[src/sv/hpsc_pkg.sv]
// Shared types and constants for the heading swing controller.
`default_nettype none

package hpsc_pkg;

    // Stream widths
    localparam int S_TDATA_W = 72;
    localparam int S_TUSER_W = 2;
    localparam int M_TDATA_W = 40;

    // Configuration port
    localparam int CFG_IDX_W  = 3;
    localparam int CFG_DATA_W = 16;

    // Register indexes
    typedef enum logic [CFG_IDX_W-1:0] {
        REG_PROP_GAIN      = 3'd0,
        REG_DERIV_GAIN     = 3'd1,
        REG_WIDE_WINDOW    = 3'd2,
        REG_WIDE_SETTLE    = 3'd3,
        REG_NARROW_WINDOW  = 3'd4,
        REG_NARROW_SETTLE  = 3'd5
    } cfg_reg_t;

    // Register reset values
    localparam logic [15:0] PROP_GAIN_RST     = 16'd256;
    localparam logic [15:0] DERIV_GAIN_RST    = 16'd0;
    localparam logic [15:0] WIDE_WINDOW_RST   = 16'd768;
    localparam logic [15:0] WIDE_SETTLE_RST   = 16'd50;
    localparam logic [15:0] NARROW_WINDOW_RST = 16'd256;
    localparam logic [15:0] NARROW_SETTLE_RST = 16'd10;

    // Saturation limits of the drive and of the window counts
    localparam logic [15:0] DRIVE_MAX = 16'h7FFF;
    localparam logic [15:0] DRIVE_MIN = 16'h8000;
    localparam logic [15:0] COUNT_MAX = 16'hFFFF;

    // Flags that travel with an item down the pipeline
    typedef struct packed {
        logic drive_en;
        logic side;
        logic running;
        logic finished;
    } step_flags_t;

    // Control step result: error and its change
    typedef struct packed {
        logic [25:0] err;
        logic [26:0] der;
        step_flags_t flags;
    } step_s1_t;

    // Gain products
    typedef struct packed {
        logic [42:0] prod_p;
        logic [43:0] prod_d;
        step_flags_t flags;
    } step_s2_t;

endpackage

`default_nettype wire

[src/sv/heading_pd_swing_controller.sv]
// Heading swing controller: PD drive of one side with settle detection, top level.
// A result passes through the s1, s2 and output registers after its input transaction is accepted.
// Throughput: one transaction per cycle unless a stalled output holds s_tready low; the move
// state is updated at acceptance, so the next tick can follow in the next cycle. The two gain
// multiplies sit in a stage of their own, the sum, shift and saturation in the output stage.
// Reset (aresetn low, synchronous): registers return to their reset values, the
// move goes idle and the pipeline empties.
`default_nettype none

module heading_pd_swing_controller (
    input  wire logic                               aclk,
    input  wire logic                               aresetn,
    // slave: tdata = side[0], target_angle[24:1], tick_limit[40:25], heading[64:41]
    input  wire logic                               s_tvalid,
    output      logic                               s_tready,
    input  wire logic [hpsc_pkg::S_TDATA_W-1:0]     s_tdata,
    // slave: tuser = start_req[0], relative[1]
    input  wire logic [hpsc_pkg::S_TUSER_W-1:0]     s_tuser,
    // master: tdata = left_drive[15:0], right_drive[31:16], running[32]
    output      logic                               m_tvalid,
    input  wire logic                               m_tready,
    output      logic [hpsc_pkg::M_TDATA_W-1:0]     m_tdata,
    // master: tlast = finished
    output      logic                               m_tlast,
    // configuration write port
    input  wire logic                               cfg_wr_en,
    input  wire logic [hpsc_pkg::CFG_IDX_W-1:0]     cfg_index,
    input  wire logic [hpsc_pkg::CFG_DATA_W-1:0]    cfg_wdata
);
    import hpsc_pkg::*;

    // Configuration registers
    logic [15:0] prop_gain_reg, deriv_gain_reg;
    logic [15:0] wide_window_reg, wide_settle_reg;
    logic [15:0] narrow_window_reg, narrow_settle_reg;

    // Move state
    logic signed [24:0] goal_reg, goal_next;
    logic signed [25:0] prev_err_reg, prev_err_next;
    logic [15:0] elapsed_reg, elapsed_next;
    logic [15:0] limit_reg, limit_next;
    logic [15:0] wide_cnt_reg, wide_cnt_next;
    logic [15:0] narrow_cnt_reg, narrow_cnt_next;
    logic        active_reg, active_next;
    logic        side_reg, side_next;

    // Pipeline
    logic     s1_valid_reg, s2_valid_reg, out_valid_reg;
    step_s1_t s1_reg, s1_next;
    step_s2_t s2_reg, s2_next;
    logic [M_TDATA_W-1:0] out_data_reg, out_data_next;
    logic     out_last_reg;
    logic     advance, accept;

    // Input fields
    logic               in_start, in_rel, in_side;
    logic signed [23:0] in_target, in_heading;
    logic [15:0]        in_limit;

    // Step working values
    logic signed [24:0] goal_eff, goal_start;
    logic signed [25:0] prev_eff, err;
    logic signed [26:0] der;
    logic [15:0]        elapsed_eff, limit_eff, wide_eff, narrow_eff;
    logic               active_eff, side_eff;
    logic [25:0]        mag;
    logic               in_wide, in_narrow, fin, step_run;
    logic [15:0]        wide_inc, narrow_inc;

    // Output stage working values
    logic signed [44:0] sum;
    logic [36:0]        shifted;
    logic [15:0]        drive, drive_neg, left_drv, right_drv;

    assign in_start   = s_tuser[0];
    assign in_rel     = s_tuser[1];
    assign in_side    = s_tdata[0];
    assign in_target  = s_tdata[24:1];
    assign in_limit   = s_tdata[40:25];
    assign in_heading = s_tdata[64:41];

    // Whole pipeline moves when the output register is free or being taken
    assign advance  = !out_valid_reg || m_tready;
    assign s_tready = advance;
    assign accept   = s_tvalid && advance;

    assign m_tvalid = out_valid_reg;
    assign m_tdata  = out_data_reg;
    assign m_tlast  = out_last_reg;

    // Hold configuration registers
    always_ff @(posedge aclk) begin
        if (!aresetn) begin
            prop_gain_reg     <= PROP_GAIN_RST;
            deriv_gain_reg    <= DERIV_GAIN_RST;
            wide_window_reg   <= WIDE_WINDOW_RST;
            wide_settle_reg   <= WIDE_SETTLE_RST;
            narrow_window_reg <= NARROW_WINDOW_RST;
            narrow_settle_reg <= NARROW_SETTLE_RST;
        end else if (cfg_wr_en) begin
            unique case (cfg_index)
                REG_PROP_GAIN:     prop_gain_reg     <= cfg_wdata;
                REG_DERIV_GAIN:    deriv_gain_reg    <= cfg_wdata;
                REG_WIDE_WINDOW:   wide_window_reg   <= cfg_wdata;
                REG_WIDE_SETTLE:   wide_settle_reg   <= cfg_wdata;
                REG_NARROW_WINDOW: narrow_window_reg <= cfg_wdata;
                REG_NARROW_SETTLE: narrow_settle_reg <= cfg_wdata;
                default: ;
            endcase
        end
    end

    // Control step: start handling, budget check, error, window counts
    always_comb begin
        goal_start = in_rel ? (25'(in_heading) + 25'(in_target)) : 25'(in_target);

        goal_eff    = in_start ? goal_start : goal_reg;
        prev_eff    = in_start ? '0 : prev_err_reg;
        elapsed_eff = in_start ? '0 : elapsed_reg;
        limit_eff   = in_start ? in_limit : limit_reg;
        wide_eff    = in_start ? '0 : wide_cnt_reg;
        narrow_eff  = in_start ? '0 : narrow_cnt_reg;
        active_eff  = in_start || active_reg;
        side_eff    = in_start ? in_side : side_reg;

        err = 26'(goal_eff) - 26'(in_heading);
        der = 27'(err) - 27'(prev_eff);
        mag = err[25] ? 26'(-err) : 26'(err);

        in_wide    = mag <= {10'd0, wide_window_reg};
        in_narrow  = mag <= {10'd0, narrow_window_reg};
        wide_inc   = (wide_eff == COUNT_MAX) ? wide_eff : wide_eff + 16'd1;
        narrow_inc = (narrow_eff == COUNT_MAX) ? narrow_eff : narrow_eff + 16'd1;

        goal_next       = goal_eff;
        prev_err_next   = prev_eff;
        elapsed_next    = elapsed_eff;
        limit_next      = limit_eff;
        wide_cnt_next   = wide_eff;
        narrow_cnt_next = narrow_eff;
        side_next       = side_eff;
        fin             = 1'b0;
        step_run        = 1'b0;

        if (active_eff) begin
            if (elapsed_eff >= limit_eff) begin
                fin = 1'b1;
            end else begin
                // wide window first; narrow is only looked at if wide did not end it
                if (in_wide) begin
                    wide_cnt_next = wide_inc;
                    if (wide_inc >= wide_settle_reg) begin
                        fin = 1'b1;
                    end
                end else begin
                    wide_cnt_next = '0;
                end
                if (!fin) begin
                    if (in_narrow) begin
                        narrow_cnt_next = narrow_inc;
                        if (narrow_inc >= narrow_settle_reg) begin
                            fin = 1'b1;
                        end
                    end else begin
                        narrow_cnt_next = '0;
                    end
                end
                if (!fin) begin
                    step_run      = 1'b1;
                    prev_err_next = err;
                    elapsed_next  = elapsed_eff + 16'd1;
                end
            end
        end
        active_next = active_eff && !fin;

        s1_next.err            = err;
        s1_next.der            = der;
        s1_next.flags.drive_en = step_run;
        s1_next.flags.side     = side_eff;
        s1_next.flags.running  = active_next;
        s1_next.flags.finished = fin;
    end

    // Gain products
    always_comb begin
        s2_next.prod_p = 43'($signed({1'b0, prop_gain_reg}) * $signed(s1_reg.err));
        s2_next.prod_d = 44'($signed({1'b0, deriv_gain_reg}) * $signed(s1_reg.der));
        s2_next.flags  = s1_reg.flags;
    end

    // Sum, floor shift by 8, saturate, route to the selected side
    always_comb begin
        sum     = 45'($signed(s2_reg.prod_p)) + 45'($signed(s2_reg.prod_d));
        shifted = sum[44:8];
        if (shifted[36:15] == '0 || shifted[36:15] == '1) begin
            drive = shifted[15:0];
        end else begin
            drive = shifted[36] ? DRIVE_MIN : DRIVE_MAX;
        end
        drive_neg = (drive == DRIVE_MIN) ? DRIVE_MAX : 16'(-drive);
        left_drv  = (s2_reg.flags.drive_en && !s2_reg.flags.side) ? drive : '0;
        right_drv = (s2_reg.flags.drive_en && s2_reg.flags.side) ? drive_neg : '0;
        out_data_next = {7'd0, s2_reg.flags.running, right_drv, left_drv};
    end

    // Advance move state on each accepted transaction
    always_ff @(posedge aclk) begin
        if (!aresetn) begin
            goal_reg       <= '0;
            prev_err_reg   <= '0;
            elapsed_reg    <= '0;
            limit_reg      <= '0;
            wide_cnt_reg   <= '0;
            narrow_cnt_reg <= '0;
            active_reg     <= 1'b0;
            side_reg       <= 1'b0;
        end else if (accept) begin
            goal_reg       <= goal_next;
            prev_err_reg   <= prev_err_next;
            elapsed_reg    <= elapsed_next;
            limit_reg      <= limit_next;
            wide_cnt_reg   <= wide_cnt_next;
            narrow_cnt_reg <= narrow_cnt_next;
            active_reg     <= active_next;
            side_reg       <= side_next;
        end
    end

    // Pipeline valid bits
    always_ff @(posedge aclk) begin
        if (!aresetn) begin
            s1_valid_reg  <= 1'b0;
            s2_valid_reg  <= 1'b0;
            out_valid_reg <= 1'b0;
        end else if (advance) begin
            s1_valid_reg  <= s_tvalid;
            s2_valid_reg  <= s1_valid_reg;
            out_valid_reg <= s2_valid_reg;
        end
    end

    // Pipeline payload
    always_ff @(posedge aclk) begin
        if (advance) begin
            s1_reg       <= s1_next;
            s2_reg       <= s2_next;
            out_data_reg <= out_data_next;
            out_last_reg <= s2_reg.flags.finished;
        end
    end

endmodule

`default_nettype wire

[config.mk]
export PLATFORM = sky130hd
export DESIGN_NAME = heading_pd_swing_controller
export DESIGN_NICKNAME = d
export VERILOG_FILES = /design/src/sv/hpsc_pkg.sv /design/src/sv/heading_pd_swing_controller.sv
export SDC_FILE = /design/constraint.sdc
export NUM_CORES = 2
export LEC_CHECK = 0
export ABC_CLOCK_PERIOD_IN_PS = 13000
export BUFFER_PORTS_ARGS = -buffer_cell sky130_fd_sc_hd__buf_2
export CORE_MARGIN = 2
export CORE_UTILIZATION = 45
export CTS_BUF_LIST = sky130_fd_sc_hd__clkbuf_4 sky130_fd_sc_hd__clkbuf_8
export CTS_CLUSTER_SIZE = 14
export DETAILED_ROUTE_END_ITERATION = 8
export GPL_ROUTABILITY_DRIVEN = 0
export GPL_TIMING_DRIVEN = 0
export SETUP_SLACK_MARGIN = 0.1
export SYNTH_ARGS = -nofsm -noshare
export SYNTH_HDL_FRONTEND = slang
export SYNTH_SLANG_ARGS = --single-unit
[constraint.sdc]
create_clock -name aclk -period 13 [get_ports aclk]
set_input_delay 1.95 -clock aclk [delete_from_list [all_inputs] [get_ports aclk]]
set_output_delay 1.95 -clock aclk [all_outputs]
set_load 0.05 [all_outputs]
# == Yosys cells after proc, flatten, opt, wreduce, memory -nomap -nowiden ==
# Cells that the tools add are included.
# op_classes
n_addsub,9
mux,39
reduce_logical,20
multipliers,2
magnitude_cmp,5
bitwise_logic,2
eq_ne,9
# op_table
op,count
$mux W16,18
$mux W26,5
$le A26 B16 Y1,2
$mux W25,2
$add A16 B1 Y16 const B,3
$eq A16 B16 Y1 const B,3
$ge A16 B16 Y1,3
$add A43 B44 Y45,1
$mul A17 B27 Y44,1
$mul A17 B26 Y43,1
$sub A26 B26 Y27,1
$neg A26 Y26,1
$sub A25 B24 Y26,1
$add A24 B24 Y25,1
$eq A22 B22 Y1 const B,1
$logic_not A22 Y1,1
$neg A16 Y16,1
$mux W15,1
$mux W1,13
$reduce_and A2 Y1,6
$eq A3 B2 Y1 const B,2
$eq A3 B3 Y1 const B,2
$logic_and A1 B1 Y1,4
$reduce_or A2 Y1,2
5 further kinds,10
# totals
regBits,398
word_cells,120

# == Logic depth before layout (Yosys ltp) ==
# depth
ltp_word,17
depth_mapped,44

# == Worst setup path before layout ==
# No wires, ideal clock.
# synth_timing
path_kind,input -> register
start,input port s_tdata[2] in the netlist's numbering
end,register narrow_cnt_reg[10]
t_arrival_ns,9.697
path_slack_ns,3.242
path_stages,41
setup_ns,0.061
cell_sequence,ha_1 -> a21o_1 -> a21o_1 -> a2111oi_0 -> o311ai_0 -> nand4_1 -> nand2_1 -> a311o_1 -> a21oi_1 -> o22ai_1 -> o41a_1 -> a31o_2 -> xor2_1 -> nand2_1 -> a31oi_1 -> ha_1 -> a2111o_1 -> nor2_1 -> [... 5 more ...] -> nand2_1 -> o21ai_0 -> ha_1 -> nor2b_1 -> o21a_1 -> o21a_1 -> o21a_1 -> o21a_1 -> o21a_1 -> o211ai_1 -> a21boi_0 -> o21ai_0 -> a22oi_1 -> a21oi_1 -> a21oi_1 -> o21ai_0 -> buf_2 -> a32o_1
# synth_between
elab_chain_cells,13
# synth_lines
element,line_no,rtl
"start, declared",heading_pd_swing_controller.sv:16,"input wire logic [hpsc_pkg::S_TDATA_W-1:0] s_tdata,"
$add A24 B24 Y25 (*),heading_pd_swing_controller.sv:115,goal_start = in_rel ? (25'(in_heading) + 25'(in_target)) : 25'(in_target);
$mux W25 (*),heading_pd_swing_controller.sv:115,
$mux W25 (*),heading_pd_swing_controller.sv:117,goal_eff = in_start ? goal_start : goal_reg;
net goal_eff[23],heading_pd_swing_controller.sv:61,"logic signed [24:0] goal_eff, goal_start;"
$sub A25 B24 Y26 (*),heading_pd_swing_controller.sv:126,err = 26'(goal_eff) - 26'(in_heading);
net err[25],heading_pd_swing_controller.sv:62,"logic signed [25:0] prev_eff, err;"
$neg A26 Y26,heading_pd_swing_controller.sv:128,mag = err[25] ? 26'(-err) : 26'(err);
$mux W26 (*),heading_pd_swing_controller.sv:128,
$le A26 B16 Y1,heading_pd_swing_controller.sv:130,"in_wide = mag <= {10'd0, wide_window_reg};"
$mux W1,heading_pd_swing_controller.sv:150,if (in_wide) begin
$mux W1,heading_pd_swing_controller.sv:146,if (elapsed_eff >= limit_eff) begin
$mux W1,heading_pd_swing_controller.sv:145,if (active_eff) begin
$mux W16 (*),heading_pd_swing_controller.sv:158,if (!fin) begin
$mux W16 (*),heading_pd_swing_controller.sv:146,
$mux W16 (*),heading_pd_swing_controller.sv:145,
"end signal, assigned",heading_pd_swing_controller.sv:224,narrow_cnt_reg <= narrow_cnt_next;
"end, declared",heading_pd_swing_controller.sv:43,"logic [15:0] narrow_cnt_reg, narrow_cnt_next;"
# The timed path passes the listed nets; every way through them passes the cells marked *. The select of a mux whose other input is x is not followed.
# A chain may end at the register's enable or synchronous reset.

# == Final worst setup path ==
# layout_timing
start,input port s_tuser[0] in the netlist's numbering
end,register prev_err_reg[5]
# layout_between
elab_chain_cells,14
# layout_lines
element,line_no,rtl
"start, declared",heading_pd_swing_controller.sv:18,"input wire logic [hpsc_pkg::S_TUSER_W-1:0] s_tuser,"
$mux W25 (*),heading_pd_swing_controller.sv:117,
net goal_eff[4],heading_pd_swing_controller.sv:61,
$sub A25 B24 Y26 (*),heading_pd_swing_controller.sv:126,
net err[25],heading_pd_swing_controller.sv:62,
$neg A26 Y26,heading_pd_swing_controller.sv:128,
$mux W26 (*),heading_pd_swing_controller.sv:128,
$le A26 B16 Y1,heading_pd_swing_controller.sv:130,
$mux W1,heading_pd_swing_controller.sv:150,
$mux W1,heading_pd_swing_controller.sv:146,
$mux W1,heading_pd_swing_controller.sv:145,
$mux W1 (*),heading_pd_swing_controller.sv:158,
$mux W1 (*),heading_pd_swing_controller.sv:146,
$mux W1 (*),heading_pd_swing_controller.sv:145,
$mux W26 (*),heading_pd_swing_controller.sv:168,if (!fin) begin
$mux W26 (*),heading_pd_swing_controller.sv:146,
$mux W26 (*),heading_pd_swing_controller.sv:145,
"end signal, assigned",heading_pd_swing_controller.sv:220,prev_err_reg <= prev_err_next;
"end, declared",heading_pd_swing_controller.sv:39,"logic signed [25:0] prev_err_reg, prev_err_next;"
# Marked as above.

==> impl_metrics.csv <==
group,metric,value,unit
sta,hold_ws,0.417,ns
clocking,clk_pin_slew,0.05,ns
yosys,syn_area,54000,sq um
detailed_routing,drc,0,
clocking,cts.path.max_buffers,3,
yosys,netlist-cell-type-count,102,
sta,fmax,84.5,MHz
detailed_routing,ant_nets,0,
clocking,cts-resized-gates,0,
clocking,numCtsBuffers,77,
pwr,irDropWorstVdd,0.110,mV
critical_path,reg2reg_from,"deriv_gain_reg[3]$_SDFFE_PN0P_",
critical_path,crit_top_cell,"clkbuf_1",
critical_path,worst-path-max-fanout,11,
sta,drv_slew,0,
clocking,cts_setup_buffers,0,
sta,fin_skew,0.0501,ns
sta,hold_violations,0,
critical_path,ff2ff_path_depth,27,
critical_path,critPathKind,"input port to flop",
clocking,cts_tree,"built",
place,portBuffers,126,
detailed_routing,first_pass_iters,6,
global_route,gr-total-overflow,0,
finish,finish.utilization,48.8,%
clocking,cts_sinks,398,
floorplan,rows,127,
floorplan,dieArea,123000,sq um
clocking,hold_buffers,0,
critical_path,end_kind,"flop",
pwr,power_density,129,nW/um^2
place,post-dp-hpwl,129,mm
hold_path,min_from,"out_data_next[32]$_DFFE_PN_",
clocking,insertion_delay,0.74,ns
sta,worst_pin_slew,1.41,ns
finish,mostFrequentLayoutCell,"inv_1",
sta,setup_tns,0,ns
yosys,synth.top_cell.area_share,30.6,%
floorplan,initial_utilization,45.2,%
hold_path,hold_end,"m_tdata[32]$_DFFE_PN_",
flow_run,maxCapViolations,0,
critical_path,crit_slowest_cell,"a221oi_2",
critical_path,rrSetupSlack,2.83,ns
run_status,status,"completed",
finish,final_nets,7617,
floorplan,core_area,119000,sq um
yosys,ys_ff_latch,398,
detailed_routing,routed_wirelength,158,mm
sta,period_share,91.0,%
detailed_routing,drtIter0Drc,2879,
global_route,track_usage,26.2,%
yosys,yosysWarnings,0,
finish,final_cell_mix,"1068 x inv_1, 880 x nand2_1, 827 x fa_1, 416 x ha_1, 349 x and2_1",
yosys,synth_area_leaders,"fa_1 31%, edfxtp_1 10%, ha_1 9.6%",
floorplan,die_w,350,microns
critical_path,crit_required,13.64,ns
yosys,async_reset_ff_share,0,%
sta,maxSlewHeadroom,6.00,%
critical_path,start_kind,"input port",
finish,drive_above_1_share,5.25,%
place,place_ws,0.607,ns
detailed_routing,routedWlPerCell,19.9,microns
hold_path,hold_depth,0,
floorplan,die_h,350,microns
finish,areaGrowthSynthToFinish,8.06,%
yosys,synth-edff-count,182,
pwr,p_leak,25.9,nW
sta,min_period,11.83,ns
detailed_routing,avgViaCountPerCell,5.39,
yosys,yosysTopAreaCell,"fa_1",
hold_path,hp-class,"flop to flop",
yosys,syn_inst,6064,
sta,rsz0062_at_grt,"false",
global_route,first_global_vias,43419,
sta,layout_setup_ws,1.17,ns
global_route,antenna_found_initial,9,
floorplan,io-pin-count,141,
pwr,power,0.00753,W
clocking,cts_root_buf,"clkbuf_8",
clocking,h-tree-depth,3,
critical_path,max_stage_delay,0.82,ns
finish,largest_reg_flops,90,
yosys,synth_ff_type,"dfxtp_1",
yosys,yosysSeqAreaShare,18.1,%
sta,setup_violations,0,
yosys,syn_avg_cell_area,8.91,sq um
global_route,grt_pass1_wl,248,mm
critical_path,r2r-end,"s2_reg[45]$_DFFE_PN_",
global_route,grt_max_degree,119,
critical_path,setup.worst_path.start,"s_tuser[0]",
detailed_routing,vias,42855,
critical_path,cp.arrival,12.47,ns
## worst max-delay path: cells and delay by family
| kind | cells | cell delay, ns |
|---|---|---|
| buffers and inverters | 11 | 5.35 |
| adders and majority gates | 2 | 0.76 |
| and+or+nand+nor | 3 | 0.51 |
| AOI/OAI and AO/OA | 18 | 3.87 |
## power by group
group | internal, W | switching (W)
clock | 0.000748 | 0.000606
sequential | 0.00166 | 0.000346
combinational | 0.00149 | 0.00268
total | 0.00390 | 0.00363
## routing by layer
| layer | GRT usage, % | part of all wire [%] | up-vias |
|---|---|---|---|
| li1 | - | - | 19850 |
| met1 | 35.4 | 43 | 21269 |
| met2 | 41.7 | 45 | 1417 |
| met3 | 4.16 | 6.8 | 313 |
| met4 | 11.4 | 4.9 | 6 |
| met5 | 0 | 0.022 | - |
## cells in the mapped netlist, types with 43 or more instances
cell and n:
nor2_1 229, nor3_1 67, o211ai_1 55, nand3_1 107, a211oi_1 43, fa_1 827
inv_1 1069, nand2_1 880, dfxtp_1 216, ha_1 416, o21ai_0 107, xnor2_1 134
a21o_1 74, edfxtp_1 182, xor2_1 70, nor2b_1 47, clkbuf_1 232, a21oi_1 345
nand4_1 46, nand2b_1 64, and2_1 349, mux2i_1 47
## per-stage QoR
| step | instance area (sq um) | cells |
|---|---|---|
| after floorplan | 54000 | 6070 |
| after global placement | 56700 | 7808 |
| after detailed placement | 56700 | 7809 |
| after CTS | 58400 | 7949 |
| after global routing | 58400 | 7949 |
| final | 58400 | 7950 |
## worst max-delay path by stage
stage / depth (start not counted) / to / slack, ns
after floorplan: 41 / narrow_cnt_reg[10]$_SDFFE_PN0P_ / 3.24
after global placement: 35 / prev_err_reg[3]$_SDFFE_PN0P_ / 0.61
after detailed placement: 35 / elapsed_reg[0]$_SDFFE_PN0P_ / 0.61
after CTS: 35 / prev_err_reg[5]$_SDFFE_PN0P_ / 1.41
after global routing: 41 / prev_err_reg[5]$_SDFFE_PN0P_ / 0.51
final: 34 / prev_err_reg[5]$_SDFFE_PN0P_ / 1.17
## area by class of cell
cell class / count / area (sq um)
fillers: 11677 / 61100
multi-input cells: 4334 / 39200
flip-flops and latches: 398 / 9790
inverters: 1071 / 4030
plain buffers: 267 / 1060
repair buffers: 127 / 658
clock inverters: 28 / 259
clock buffers: 112 / 1380
diodes: 1 / 2.50
well taps: 1612 / 2020
## cell families (layout without fill, tap and decap cells)
| family | after synthesis | after routing | synth area share [%] |
|---|---|---|---|
| AOI/OAI and AO/OA | 903 | 903 | 10.9 |
| xor gates and xnor gates | 207 | 207 | 3.40 |
| adders and majority gates | 1243 | 1243 | 40.3 |
| buffers and inverters | 1338 | 1605 | 9.40 |
| DFF | 398 | 398 | 18.1 |
| muxes | 55 | 55 | 1.04 |
| other | 1 | 8 | 0.00694 |
| and+or+nand+nor | 1919 | 1919 | 16.9 |
No activity file was read; power rests on OpenSTA's default activity.
